==> src/rtl/ccgh_pkg.sv <==
package ccgh_pkg;

    localparam int ChanW   = 8;
    localparam int DivOpW  = 11;   // operands up to 6 * 255
    localparam int FracW   = 16;
    localparam int QuoW    = FracW + 1;
    localparam int DivSteps = QuoW;

    localparam logic [ChanW-1:0] TolReset = 8'd10;

    localparam logic [0:0] RegColorTolerance = 1'b0;

    typedef struct packed {
        logic [ChanW-1:0] red_in;
        logic [ChanW-1:0] green_in;
        logic [ChanW-1:0] blue_in;
    } rgb_t;

    typedef struct packed {
        logic [FracW-1:0] hue_frac;
        logic [QuoW-1:0]  saturation_frac;
        logic [ChanW-1:0] value_level;
    } hsv_t;

    // request to the shared divider: quotient = floor(num * 2^16 / den), num <= den
    typedef struct packed {
        logic              start;
        logic [DivOpW-1:0] num;
        logic [DivOpW-1:0] den;
    } div_req_t;

    typedef struct packed {
        logic            done;
        logic [QuoW-1:0] quo;
    } div_res_t;

endpackage

==> src/rtl/color_change_gated_rgb_to_hsv.sv <==
// Channel   | Handshake                       | Payload
// ----------+---------------------------------+------------------------------
// sample    | sample_valid / sample_ready     | ccgh_pkg::rgb_t (r, g, b)
// hsv       | hsv_valid / hsv_ready           | ccgh_pkg::hsv_t (hue, sat, val)
// apb       | psel, penable, pwrite, pready=1 | paddr[2:0], pwdata, prdata
//
// A sample within tolerance of the stored one is dropped in its accept cycle;
// the block is ready again the next cycle.
// A changed sample keeps sample_ready low through the prep state, two
// 17-step divisions (hue, then saturation) on the single restoring divider,
// and the emit state, which waits for the output register to be free.
// sample_ready is low while a transaction is in work; a result waits in the
// output register, so a new sample is taken while hsv is stalled, and only
// the next result waits for it to drain.
// Reset (rst_n, async) clears the stored sample to black and the tolerance to 10.
module color_change_gated_rgb_to_hsv (
    input  logic               clk,
    input  logic               rst_n,
    // sample channel
    input  logic               sample_valid,
    output logic               sample_ready,
    input  ccgh_pkg::rgb_t     sample,
    // result channel
    output logic               hsv_valid,
    input  logic               hsv_ready,
    output ccgh_pkg::hsv_t     hsv,
    // configuration
    input  logic               psel,
    input  logic               penable,
    input  logic               pwrite,
    input  logic [2:0]         paddr,
    input  logic [31:0]        pwdata,
    output logic [31:0]        prdata,
    output logic               pready
);

    typedef enum logic [2:0] {
        ST_IDLE,
        ST_PREP,
        ST_HUE,
        ST_SAT,
        ST_EMIT
    } state_t;

    localparam int CW = ccgh_pkg::ChanW;
    localparam int DW = ccgh_pkg::DivOpW;

    state_t             state_reg;
    logic [CW-1:0]      tol_reg;
    logic [CW-1:0]      last_red_reg;
    logic [CW-1:0]      last_green_reg;
    logic [CW-1:0]      last_blue_reg;
    logic [CW-1:0]      red_reg;
    logic [CW-1:0]      green_reg;
    logic [CW-1:0]      blue_reg;
    logic [CW-1:0]      chroma_reg;
    logic [CW-1:0]      value_reg;
    logic [ccgh_pkg::FracW-1:0] hue_reg;
    logic               hsv_valid_reg;
    ccgh_pkg::hsv_t     hsv_reg;
    // payload shown to the consumer; hsv_reg may be refilled while it is held
    ccgh_pkg::hsv_t     hsv_out_reg;

    ccgh_pkg::div_req_t div_req;
    ccgh_pkg::div_res_t div_res;

    logic               sample_take;
    logic               changed;
    logic               cfg_write;
    logic               cfg_hit;
    logic [CW-1:0]      v_max;
    logic [CW-1:0]      v_min;
    logic [CW-1:0]      chroma;
    logic [DW-1:0]      chroma6;
    logic [DW-1:0]      hue_num;
    logic               out_free;

    function automatic logic [CW-1:0] abs_diff(input logic [CW-1:0] a,
                                               input logic [CW-1:0] b);
        abs_diff = (a >= b) ? (a - b) : (b - a);
    endfunction

    assign sample_ready = (state_reg == ST_IDLE);
    assign sample_take  = sample_valid && sample_ready;

    // color-change gate
    assign changed = (abs_diff(last_red_reg,   sample.red_in)   >= tol_reg) ||
                     (abs_diff(last_green_reg, sample.green_in) >= tol_reg) ||
                     (abs_diff(last_blue_reg,  sample.blue_in)  >= tol_reg);

    // APB: single register at byte address 0
    assign pready    = 1'b1;
    assign cfg_hit   = (paddr[2] == ccgh_pkg::RegColorTolerance);
    assign cfg_write = psel && penable && pwrite && cfg_hit;
    assign prdata    = cfg_hit ? {{(32-CW){1'b0}}, tol_reg} : 32'd0;

    // max, min, chroma and hue numerator from the held sample
    always_comb
    begin
        v_max = red_reg;
        if (green_reg > v_max) v_max = green_reg;
        if (blue_reg > v_max)  v_max = blue_reg;
        v_min = red_reg;
        if (green_reg < v_min) v_min = green_reg;
        if (blue_reg < v_min)  v_min = blue_reg;
        chroma  = v_max - v_min;
        chroma6 = {1'b0, chroma, 2'b00} + {2'b00, chroma, 1'b0};

        // numerator is folded into [0, 6C): a negative red-sector value gets
        // one full turn added, which equals the wrap of the quotient
        if (red_reg == v_max)
        begin
            if (green_reg >= blue_reg)
                hue_num = {3'b000, green_reg - blue_reg};
            else
                hue_num = chroma6 - {3'b000, blue_reg - green_reg};
        end
        else if (green_reg == v_max)
            hue_num = {2'b00, chroma, 1'b0} + {3'b000, blue_reg} - {3'b000, red_reg};
        else
            hue_num = {1'b0, chroma, 2'b00} + {3'b000, red_reg} - {3'b000, green_reg};
    end

    // divider requests: hue from prep, saturation right after hue completes
    always_comb
    begin
        div_req.start = 1'b0;
        div_req.num   = hue_num;
        div_req.den   = chroma6;
        case (state_reg)
            ST_PREP:
            begin
                div_req.start = 1'b1;
            end
            ST_HUE:
            begin
                div_req.start = div_res.done;
                div_req.num   = {3'b000, chroma_reg};
                div_req.den   = {3'b000, value_reg};
            end
            default:
            begin
                div_req.start = 1'b0;
            end
        endcase
    end

    ccgh_div u_div (
        .clk   (clk),
        .rst_n (rst_n),
        .req   (div_req),
        .res   (div_res)
    );

    assign out_free = !hsv_valid_reg || hsv_ready;

    always_ff @(posedge clk or negedge rst_n)
    begin
        if (!rst_n)
        begin
            state_reg      <= ST_IDLE;
            tol_reg        <= ccgh_pkg::TolReset;
            last_red_reg   <= '0;
            last_green_reg <= '0;
            last_blue_reg  <= '0;
            red_reg        <= '0;
            green_reg      <= '0;
            blue_reg       <= '0;
            chroma_reg     <= '0;
            value_reg      <= '0;
            hue_reg        <= '0;
            hsv_valid_reg  <= 1'b0;
            hsv_reg        <= '0;
            hsv_out_reg    <= '0;
        end
        else
        begin
            if (cfg_write)
                tol_reg <= pwdata[CW-1:0];

            // new result goes up as the old one leaves, else valid drops on accept
            if (state_reg == ST_EMIT && out_free)
                hsv_valid_reg <= 1'b1;
            else if (hsv_valid_reg && hsv_ready)
                hsv_valid_reg <= 1'b0;

            case (state_reg)
                ST_IDLE:
                begin
                    if (sample_take && changed)
                    begin
                        last_red_reg   <= sample.red_in;
                        last_green_reg <= sample.green_in;
                        last_blue_reg  <= sample.blue_in;
                        red_reg        <= sample.red_in;
                        green_reg      <= sample.green_in;
                        blue_reg       <= sample.blue_in;
                        state_reg      <= ST_PREP;
                    end
                end
                ST_PREP:
                begin
                    chroma_reg <= chroma;
                    value_reg  <= v_max;
                    state_reg  <= ST_HUE;
                end
                ST_HUE:
                begin
                    if (div_res.done)
                    begin
                        // grey: hue forced to zero
                        hue_reg   <= (chroma_reg == '0) ? '0
                                   : div_res.quo[ccgh_pkg::FracW-1:0];
                        state_reg <= ST_SAT;
                    end
                end
                ST_SAT:
                begin
                    if (div_res.done)
                    begin
                        // black: saturation forced to zero
                        hsv_reg.saturation_frac <= (value_reg == '0) ? '0 : div_res.quo;
                        hsv_reg.hue_frac        <= hue_reg;
                        hsv_reg.value_level     <= value_reg;
                        state_reg               <= ST_EMIT;
                    end
                end
                ST_EMIT:
                begin
                    if (out_free)
                    begin
                        hsv_out_reg <= hsv_reg;
                        state_reg   <= ST_IDLE;
                    end
                end
                default:
                begin
                    state_reg <= ST_IDLE;
                end
            endcase
        end
    end

    assign hsv_valid = hsv_valid_reg;
    assign hsv       = hsv_out_reg;

endmodule

==> src/rtl/ccgh_div.sv <==
module ccgh_div (
    input  logic               clk,
    input  logic               rst_n,
    input  ccgh_pkg::div_req_t req,
    output ccgh_pkg::div_res_t res
);

    localparam int CntW = $clog2(ccgh_pkg::DivSteps + 1);

    logic [CntW-1:0]               count_reg;
    logic                          busy_reg;
    logic                          done_reg;
    logic [ccgh_pkg::DivOpW-1:0]   rem_reg;
    logic [ccgh_pkg::DivOpW-1:0]   den_reg;
    logic [ccgh_pkg::QuoW-1:0]     bits_reg;
    logic [ccgh_pkg::QuoW-1:0]     quo_reg;

    logic [ccgh_pkg::DivOpW:0] partial;
    logic [ccgh_pkg::DivOpW:0] trial;
    logic                      fits;

    // one restoring step per cycle
    always_comb
    begin
        partial = {rem_reg, bits_reg[ccgh_pkg::QuoW-1]};
        trial   = partial - {1'b0, den_reg};
        fits    = (partial >= {1'b0, den_reg});
    end

    always_ff @(posedge clk or negedge rst_n)
    begin
        if (!rst_n)
        begin
            count_reg <= '0;
            busy_reg  <= 1'b0;
            done_reg  <= 1'b0;
            rem_reg   <= '0;
            den_reg   <= '0;
            bits_reg  <= '0;
            quo_reg   <= '0;
        end
        else
        begin
            done_reg <= 1'b0;
            if (req.start)
            begin
                // num <= den, so num >> 1 is already below den
                rem_reg   <= {1'b0, req.num[ccgh_pkg::DivOpW-1:1]};
                bits_reg  <= {req.num[0], {ccgh_pkg::FracW{1'b0}}};
                den_reg   <= req.den;
                quo_reg   <= '0;
                count_reg <= CntW'(ccgh_pkg::DivSteps);
                busy_reg  <= 1'b1;
            end
            else if (busy_reg)
            begin
                rem_reg   <= fits ? trial[ccgh_pkg::DivOpW-1:0]
                                  : partial[ccgh_pkg::DivOpW-1:0];
                quo_reg   <= {quo_reg[ccgh_pkg::QuoW-2:0], fits};
                bits_reg  <= {bits_reg[ccgh_pkg::QuoW-2:0], 1'b0};
                count_reg <= count_reg - CntW'(1);
                if (count_reg == CntW'(1))
                begin
                    busy_reg <= 1'b0;
                    done_reg <= 1'b1;
                end
            end
        end
    end

    assign res.done = done_reg;
    assign res.quo  = quo_reg;

endmodule

==> config.mk <==
export PLATFORM = sky130hd
export DESIGN_NAME = color_change_gated_rgb_to_hsv
export DESIGN_NICKNAME = d
export VERILOG_FILES = /design/src/rtl/ccgh_pkg.sv /design/src/rtl/color_change_gated_rgb_to_hsv.sv /design/src/rtl/ccgh_div.sv
export SDC_FILE = /design/constraint.sdc
export NUM_CORES = 1
export LEC_CHECK = 0
export ABC_AREA = 1
export BUFFER_PORTS_ARGS = -buffer_cell sky130_fd_sc_hd__buf_2
export CAP_MARGIN = 10
export CORE_MARGIN = 2
export CORE_UTILIZATION = 62
export CTS_CLUSTER_SIZE = 12
export DETAILED_ROUTE_END_ITERATION = 10
export PLACE_DENSITY = 0.91
export SETUP_SLACK_MARGIN = 0.05
export SYNTH_ARGS = -nofsm -noshare
export SYNTH_HDL_FRONTEND = slang
export SYNTH_SLANG_ARGS = --single-unit
==> constraint.sdc <==
create_clock -name clk -period 14.3 [get_ports clk]
set_input_delay 2.145 -clock clk [delete_from_list [all_inputs] [get_ports clk]]
set_output_delay 2.145 -clock clk [all_outputs]
set_load 0.02 [all_outputs]
=== After elaboration in Yosys (flattened, before gate mapping) ===
Cells that the tools add are included.

* Bits in registers: 213
* Bits of input ports: 66
* Output and inout port bits: 76
* Logic and storage cells: 121

* Add/subtract/negate cells: 17
* Magnitude comparators: 12
* Equality and inequality tests: 11
* Mux-type cells: 37
* Bitwise logic cells: 1
* Reductions and logical operators: 21

{| class="wikitable"
|+ Operators by type and width
! operator !! number
|-
| $mux 17 || 5
|-
| $sub 8x8->8 || 9
|-
| $mux 11 || 6
|-
| $mux 8 || 8
|-
| $ge 8x8->1 || 7
|-
| $mux 22 || 1
|-
| $sub 11x8->11 || 2
|-
| $eq 8x8->1 || 2
|-
| $gt 8x8->1 || 2
|-
| $logic_not 8->1 || 2
|-
| $lt 8x8->1 || 2
|-
| $mux 16 || 1
|-
| $pmux 3 s5 || 1
|-
| $ge 12x11->1 || 1
|-
| $mux 3 || 4
|-
| $add 10x8->11 || 1
|-
| $add 10x9->11 || 1
|-
| $sub 10x8->11 || 1
|-
| $sub 11x11->11 || 1
|-
| $add 9x8->10 || 1
|-
| $mux 5 || 2
|-
| $mux 1 || 8
|-
| $reduce_and 2->1 || 4
|-
| $logic_and 1x1->1 || 7
|-
| 14 further kinds || 20
|}

=== Logic depth before layout (Yosys ltp) ===
Gate-level depths: netlist of the first run.

* Word-level depth: 11
* Depth in mapped cells: 54

=== By module ===
A second synthesis of the first run with hierarchy kept.

* Cells, all modules: 1966
* Area, all modules: 15217.1 um^2

{| class="wikitable"
|+ Modules (own cells, without submodules)
! module !! times used !! cells each !! area each (um^2) !! seq. area each (um^2)
|-
| color_change_gated_rgb_to_hsv || 1 || 1625 || 12493.2 || 3756.1
|-
| ccgh_div || 1 || 341 || 2723.9 || 1176.1
|}

=== Worst setup path after synthesis of the first run ===
No wires, ideal clock.

* Path type: flip-flop to flip-flop
* Start point: reg red_reg[1]
* End point: reg u_div.rem_reg[8] (netlist bit)
* Data arrival time: 6.511 ns
* Data required time: 14.223 ns
* Slack: 7.711 ns
* Cell stages (with the launch flop): 49
* Cells stage by stage: dfrtp_1 > inv_1 > ha_1 > nand2_1 > nand2_1 > nand2_1 > nand2_1 > nand2_1 > nand2_2 > nand2_2 > clkbuf_1 > nand2_1 > o21ai_0 > inv_1 > ha_1 > a21oi_1 > nor2_1 > a211oi_1 > (+13 left out) > nor2_1 > o21bai_1 > nand2_1 > inv_1 > nor2_1 > inv_1 > a21oi_1 > inv_1 > nand2_1 > inv_1 > o21a_1 > nor2_1 > nand2_1 > nand2_1 > o21ai_0 > a21oi_1 > nand2_1 > a21oi_1

* Cells in the longest elaborated chain, start to end: 11
* Elaborated cells between the ends (all ways): 22

{| class="wikitable"
|+ Ends and longest elaborated chain
! item !! RTL line !! text
|-
| from (decl) || color_change_gated_rgb_to_hsv.sv:53 || <nowiki>logic [CW-1:0] red_reg;</nowiki>
|-
| from (signal assigned) || color_change_gated_rgb_to_hsv.sv:195 || <nowiki>red_reg <= sample.red_in;</nowiki>
|-
| $gt 8x8->1 or $lt 8x8->1 (tied branches) || color_change_gated_rgb_to_hsv.sv:101, color_change_gated_rgb_to_hsv.sv:104 ||
|-
| $mux 8 (on tied branches) || color_change_gated_rgb_to_hsv.sv:101, color_change_gated_rgb_to_hsv.sv:104 ||
|-
| $gt 8x8->1 or $lt 8x8->1 (tied branches) || color_change_gated_rgb_to_hsv.sv:102, color_change_gated_rgb_to_hsv.sv:105 ||
|-
| $mux 8 (on tied branches) || color_change_gated_rgb_to_hsv.sv:102, color_change_gated_rgb_to_hsv.sv:105 ||
|-
| $sub 8x8->8 (*) || color_change_gated_rgb_to_hsv.sv:106 || <nowiki>chroma = v_max - v_min;</nowiki>
|-
| via chroma[2] || color_change_gated_rgb_to_hsv.sv:73 || <nowiki>logic [CW-1:0] chroma;</nowiki>
|-
| $add 10x8->11, or another cell as far along || color_change_gated_rgb_to_hsv.sv:121 || <nowiki>hue_num = {1'b0, chroma, 2'b00} + {3'b000, red_reg} - {3'b000, green_reg};</nowiki>
|-
| $sub 11x8->11, or another cell as far along || color_change_gated_rgb_to_hsv.sv:121 ||
|-
| $mux 11 (on tied branches) || color_change_gated_rgb_to_hsv.sv:118, color_change_gated_rgb_to_hsv.sv:113 ||
|-
| $mux 11 (*) || color_change_gated_rgb_to_hsv.sv:111 || <nowiki>if (red_reg == v_max)</nowiki>
|-
| $mux 22 (*) || color_change_gated_rgb_to_hsv.sv:130 || <nowiki>case (state_reg)</nowiki>
|-
| $mux 11 (*) || ccgh_div.sv:45 || <nowiki>if (req.start)</nowiki>
|-
| to (signal assigned) || ccgh_div.sv:48 || <nowiki>rem_reg <= {1'b0, req.num[ccgh_pkg::DivOpW-1:1]};</nowiki>
|-
| to (signal assigned) || ccgh_div.sv:57 || <nowiki>rem_reg <= fits ? trial[ccgh_pkg::DivOpW-1:0]</nowiki>
|-
| to (decl) || ccgh_div.sv:13 || <nowiki>logic [ccgh_pkg::DivOpW-1:0] rem_reg;</nowiki>
|}

Mark *: on every way through the listed nets, which the timed path passes. The rest lies on a longest branch.
A chain may end at the register's enable or synchronous reset.

=== Worst setup path after layout of the first run ===
* Start point: reg red_reg[7]
* End point: reg u_div.rem_reg[8] (netlist bit)

Same word-level chain as after synthesis.

==> metrics.txt, run 1 <==
Clock Tree Buf Depth=2; outcome=finished clean; Critical Path Source=red_reg[7]; EDFF count, synth=0; drt via density=5.787; largest net degree at the start of global routing=134; # hold bufs at CTS=0; placed inst area=15400 um2; Clock Pin Slew Worst Setup and Hold Paths=0.08 ns; # nets final=2176; CP Buf/Inv Count=8; Setup Fix Bufs, Post-CTS=0; Slew headroom=18.70%; die area=25080 um2; placeable core area=23400 um2; drt drc=0; width of the chip=158.4 um; routed wire length=38.34 mm; Yosys warnings=0; Hold Fails Final Rpt=0; P&R area growth vs syn=8.215%; slowest stage delay, CP=0.71 ns; synthesized area=14770 um2; Mean Syn Cell Area=7.926 um2; antenna-violating nets left=0; clk sinks=197; DR vias=13.07k; asr flop ratio synth=100.0%; Final Cell Area=15990 um2; GRT Overall Usage=31.68%; initial drt markers=1271; crit share post-route=58.08%; CP arrival=8.63 ns; number of synthesized register bits=197; post-DP HPWL=28.99 mm; Core Rows=56; CP Launch Type=register; initial core utilization=63.13%; Top cell by count, worst path=inv_1; WL/cell=16.98 um; fraction of layout cells with a size suffix above 1=10.48%; crit end category=register; Synth area leaders=dfrtp_1, ha_1, nand2_1; worst reg2reg path depth=42; vias in the first global route=12.73k; post-synthesis instance total=1864; clk_skew=0.02317 ns; Ports=142; H-tree Lvls=4; global-route wire length before repair=62.88 mm; Synth area leader=dfrtp_1; CP max-delay cell=xor2_1; Synth Flop Type=dfrtp_1; Final Wtd Congestion=0.9948; TritonCTS clock tree=built; post-synthesis cell type count=54; Worst-Margin Slew=1.215 ns; crit path kind=reg -> reg; DRT Pass-1 Iters=5; Req. time, crit path=14.62 ns; RSZ-0062 raised after global routing=no; Yosys top cell area share=33.03%; Peak Freq=0.1204 GHz; initial antenna violation count=2; clk_lat worst skew=0.45 ns; worst r2r src=red_reg[7]; worst min path class=reg -> reg; worst-path fanout max=20; number of flip-flops in the largest register=82; Worst path depth=42; sum of negative setup slack=0 ns; Slew Viols, Final=0; Die H=158.4 um; PostCTS Resize Cnt=0; grt total ovfl=0; Final Setup Violations=0; Hold Path Cell Cnt=2; most common cell in the synthesized netlist=nand2_1; I/O Buffers=90; Max-Cap Viols=0; synth cell count leaders=nand2_1, inv_1, o21ai_0, dfrtp_1, ha_1; hold_sp=hue_reg[0]; family with the most delay on the worst path=adder cells; sequential element share of the synthesized area=33.38%; TritonCTS buffer count=17; min cycle time layout=8.305 ns; CTS root buffer=clkbuf_16
-- kinds of logic (layout without fill, tap and decap cells) --
kind of cell,Yosys count,count (layout),synth area share [%]
buf+inv,357,407,9.849
other cells,2,27,0.05083
flops,197,197,33.38
simple gates,587,587,17.40
compound gates,457,457,17.36
mux,5,5,0.3472
xor+xnor,74,74,4.565
fa+ha+maj,185,185,17.04
-- path summary, 6_finish.rpt --
kind | to | slack, ns
max in group asynchronous | u_div.count_reg[3] | 11.03
hold / removal | hsv_reg[25] | 0.48
hold reg to reg | hsv_reg[25] | 0.48
setup reg to reg | u_div.rem_reg[8] | 6.00
min in group asynchronous | hsv[39] | 1.88
setup / recovery | u_div.rem_reg[8] | 6.00
-- routing by layer --
layer | GRT usage, % | wire, um | share of wire (%)
met2 | 53.89 | 18620 | 49
met4 | 15.06 | 1656 | 4.3
met5 | 0 | 0 | 0
met1 | 40.17 | 15760 | 41
met3 | 4.110 | 2305 | 6.0
-- through the flow --
step / utilization, % / hold slack (ns) / cells / setup WS, ns
after global placement: 65.79 / 0.4568 / 2225 / 6.535
after global routing: 68.32 / 0.5110 / 2258 / 5.487
final: 68.32 / 0.4762 / 2258 / 5.995
after floorplan: - / 0.4468 / 1887 / 7.711
after detailed placement: 65.79 / 0.4650 / 2225 / 6.330
after CTS: 68.30 / 0.4776 / 2256 / 6.281
-- cell usage in the layout (no fill, tap or decap), types with 5 or more instances in the layout --
cell type	instances
dfrtp_1	195
nor3_1	8
conb_1	25
o211ai_1	18
nand2_4	7
nand2_2	22
o21a_1	14
ha_1	158
nand4_1	7
nor4_1	6
buf_2	89
a31oi_1	10
o21ai_0	232
a21o_1	6
fa_1	27
buf_4	10
a221oi_1	5
nand3_2	8
inv_2	9
xor2_1	51
inv_1	263
a21oi_1	95
nor2_1	91
o21ai_1	13
clkbuf_16	17
xnor2_1	21
a211oi_1	8
nand3_1	69
nand2_1	351
o21bai_1	8
o22ai_1	26
-- worst min-delay path, delay by kind of cell (launching register included) --
| kind | cells | cell delay [ns] |
|---|---|---|
| flops | 1 | 0.34 |
| compound gates | 1 | 0.06 |
| simple gates | 1 | 0.05 |
-- final cells by class --
| cell class | count | area [um2] |
|---|---|---|
| Timing Repair Buffer | 100 | 534.3 |
| Multi-Input combinational cell | 1333 | 8494 |
| Sequential cell | 197 | 4932 |
| Clock inverter | 14 | 161.4 |
| Inverter | 276 | 1036 |
| Tap cell | 319 | 399.1 |
| Fill cell | 1859 | 7415 |
| Clock buffer | 17 | 425.4 |
| Antenna cell | 2 | 5.005 |
Power of run 1 is left out: the tool's default activity adds up to more than one toggle a clock period on the data nets, which glitch-free logic cannot reach.
==> run 2, diff against run 1 <==
--- a/config.mk
+++ b/config.mk
@@ -9,10 +9,10 @@
 export BUFFER_PORTS_ARGS = -buffer_cell sky130_fd_sc_hd__buf_2
 export CAP_MARGIN = 10
 export CORE_MARGIN = 2
-export CORE_UTILIZATION = 62
+export CORE_UTILIZATION = 61
 export CTS_CLUSTER_SIZE = 12
 export DETAILED_ROUTE_END_ITERATION = 10
-export PLACE_DENSITY = 0.91
+export PLACE_DENSITY = 0.9
 export SETUP_SLACK_MARGIN = 0.05
 export SYNTH_ARGS = -nofsm -noshare
 export SYNTH_HDL_FRONTEND = slang
==> constraint.sdc (replaced) <==
create_clock -name clk -period 8.68 [get_ports clk]
set_input_delay 1.302 -clock clk [delete_from_list [all_inputs] [get_ports clk]]
set_output_delay 1.302 -clock clk [all_outputs]
set_load 0.02 [all_outputs]
==> run 2 against run 1 <==
- non-clock buffer count rose by 4
- flip-flop and latch count did not move
- count of clock-buffer cells in the layout rose by 1
- worst setup slack got worse by 5.1 ns
- core utilization fell by 0.48 points
==> metrics.txt, run 2 (synthesis gave the netlist of run 1 again) <==
outcome=finished clean; Ports=142 (unchanged); routed wire length=39.15 mm (+2.1%); DR vias=13.09k (+0.15%); Peak Freq=0.1278 GHz (+6.1%); initial antenna violation count=0 (-2); worst min path class=reg -> reg; antenna-violating nets left=0 (unchanged); # hold bufs at CTS=0 (unchanged); WL/cell=17.32 um (+2.0%); Slew Viols, Final=0 (unchanged); slowest stage delay, CP=0.75 ns (+0.04 ns); crit path kind=reg -> reg; Hold Path Cell Cnt=2 (unchanged); Hold Fails Final Rpt=0 (unchanged); post-DP HPWL=29.04 mm (+0.18%); hold_sp=hsv[32]; most frequent cells in the layout=nand2_1, inv_1, o21ai_0, dfrtp_1, ha_1; n_diodes=0 (-2); initial core utilization=62.57% (-0.56 points); TritonCTS clock tree=built; fraction of layout cells with a size suffix above 1=10.71% (+0.23 points); Worst-Margin Slew=1.038 ns (-0.1771 ns); RR Endpoint=u_div.rem_reg[9]; clk_lat worst skew=0.44 ns (about the same); Req. time, crit path=9.00 ns (-5.62 ns); family with the most delay on the worst path=adder cells; Final Wtd Congestion=1.004 (+0.97%); drt via density=5.788 (about the same); Die H=159.6 um (+0.80%); Cells after DPL=2228 (+0.13%); RSZ-0062 raised after global routing=no; width of the chip=159.6 um (+0.80%); Worst R2R Setup Slack=0.85 ns (-5.14 ns); Clock Pin Slew Worst Setup and Hold Paths=0.07 ns (about the same); Worst Hold End=hsv[32]; Core Rows=56 (unchanged); Top cell by count, worst path=nand2_1; worst-path fanout max=20 (unchanged); commonest non-fill, non-tap cell in the layout=nand2_1; crit end category=register; H-tree Lvls=4 (unchanged); min cycle time layout=7.826 ns (-0.4789 ns); Final Setup Violations=0 (unchanged); worst r2r src=red_reg[3]; sum of negative setup slack=0 ns (unchanged); GRT Overall Usage=31.35% (-0.33 points); crit share post-route=90.16% (+32 points); Clock Tree Buf Depth=2 (unchanged); CP arrival=8.14 ns (-0.49 ns); Slew headroom=30.73% (+12 points); DRT Pass-1 Iters=6 (+1); CP Buf/Inv Count=7 (-1); number of flip-flops in the largest register=82 (unchanged); P&R area growth vs syn=8.418%; CP Launch Type=register; drt drc=0 (unchanged); # fillers=1879 (+1.1%); vias in the first global route=12.87k (+1.1%); clk_skew=0.01511 ns (-0.008055 ns); placeable core area=23610 um2 (+0.90%); # nets final=2180 (+0.18%); CTS root buffer=clkbuf_16; worst reg2reg path depth=43 (+2.4%); CP max-delay cell=fa_1; non-filler cells, final=2261 (+0.13%); Setup Fix Bufs, Post-CTS=0 (unchanged); largest net degree at the start of global routing=130 (-3.0%); grt total ovfl=0 (unchanged); Max-Cap Viols=0 (unchanged); clk sinks=197 (unchanged); initial drt markers=1143 (-10%); die area=25480 um2 (+1.6%); I/O Buffers=90 (unchanged); TritonCTS buffer count=17 (unchanged); PostCTS Resize Cnt=0 (unchanged); global-route wire length before repair=64.26 mm (+2.2%)
[run 2: area by class of cell]
class | count | area [um2] | share of cell area [%]
flip-flops and latches | 197 | 4932 | 30.79
inverters | 276 | 1036 | 6.468
clock buffers | 18 | 439.2 | 2.742
multi-input cells | 1333 | 8494 | 53.03
clock inverters | 14 | 152.6 | 0.9530
repair buffers | 104 | 564.3 | 3.523
well taps | 319 | 399.1 | 2.492
[run 2: worst max path at each step]
stage / startpoint / endpoint / slack, ns / cells after the start
finish: red_reg[3] / u_div.rem_reg[9] / 0.85 / 43
global route: red_reg[3] / u_div.rem_reg[9] / 0.22 / 43
floorplan: red_reg[1] / u_div.rem_reg[8] / 2.09 / 48
global placement: red_reg[3] / u_div.rem_reg[9] / 1.25 / 43
CTS: red_reg[3] / u_div.rem_reg[9] / 1.05 / 43
detailed placement: red_reg[3] / u_div.rem_reg[9] / 1.07 / 43
[run 2: stage by stage]
stage | area, um2 | hold WS [ns] | setup slack [ns] | utilization [%]
after floorplan | 14860 | 0.4468 | 2.091 | -
after global placement | 15420 | 0.4548 | 1.247 | 65.30
after detailed placement | 15420 | 0.4629 | 1.075 | 65.30
after CTS | 16010 | 0.4865 | 1.050 | 67.80
after global routing | 16020 | 0.4993 | 0.2202 | 67.84
final | 16020 | 0.4834 | 0.8540 | 67.84
[run 2: worst min-delay path: cells and delay by family (launching register included)]
family / cells / cell delay [ns]
AOI/OAI and AO/OA: 1 / 0.06
and+or+nand+nor: 1 / 0.05
DFF: 1 / 0.35
[run 2: layer usage]
| layer | GRT usage (%) | wire, um |
|---|---|---|
| met3 | 4.052 | 2486 |
| met2 | 53.72 | 19060 |
| met1 | 39.38 | 15910 |
| met5 | 0 | 0 |
| met4 | 15.08 | 1698 |
Power of run 2 is left out for the same reason.
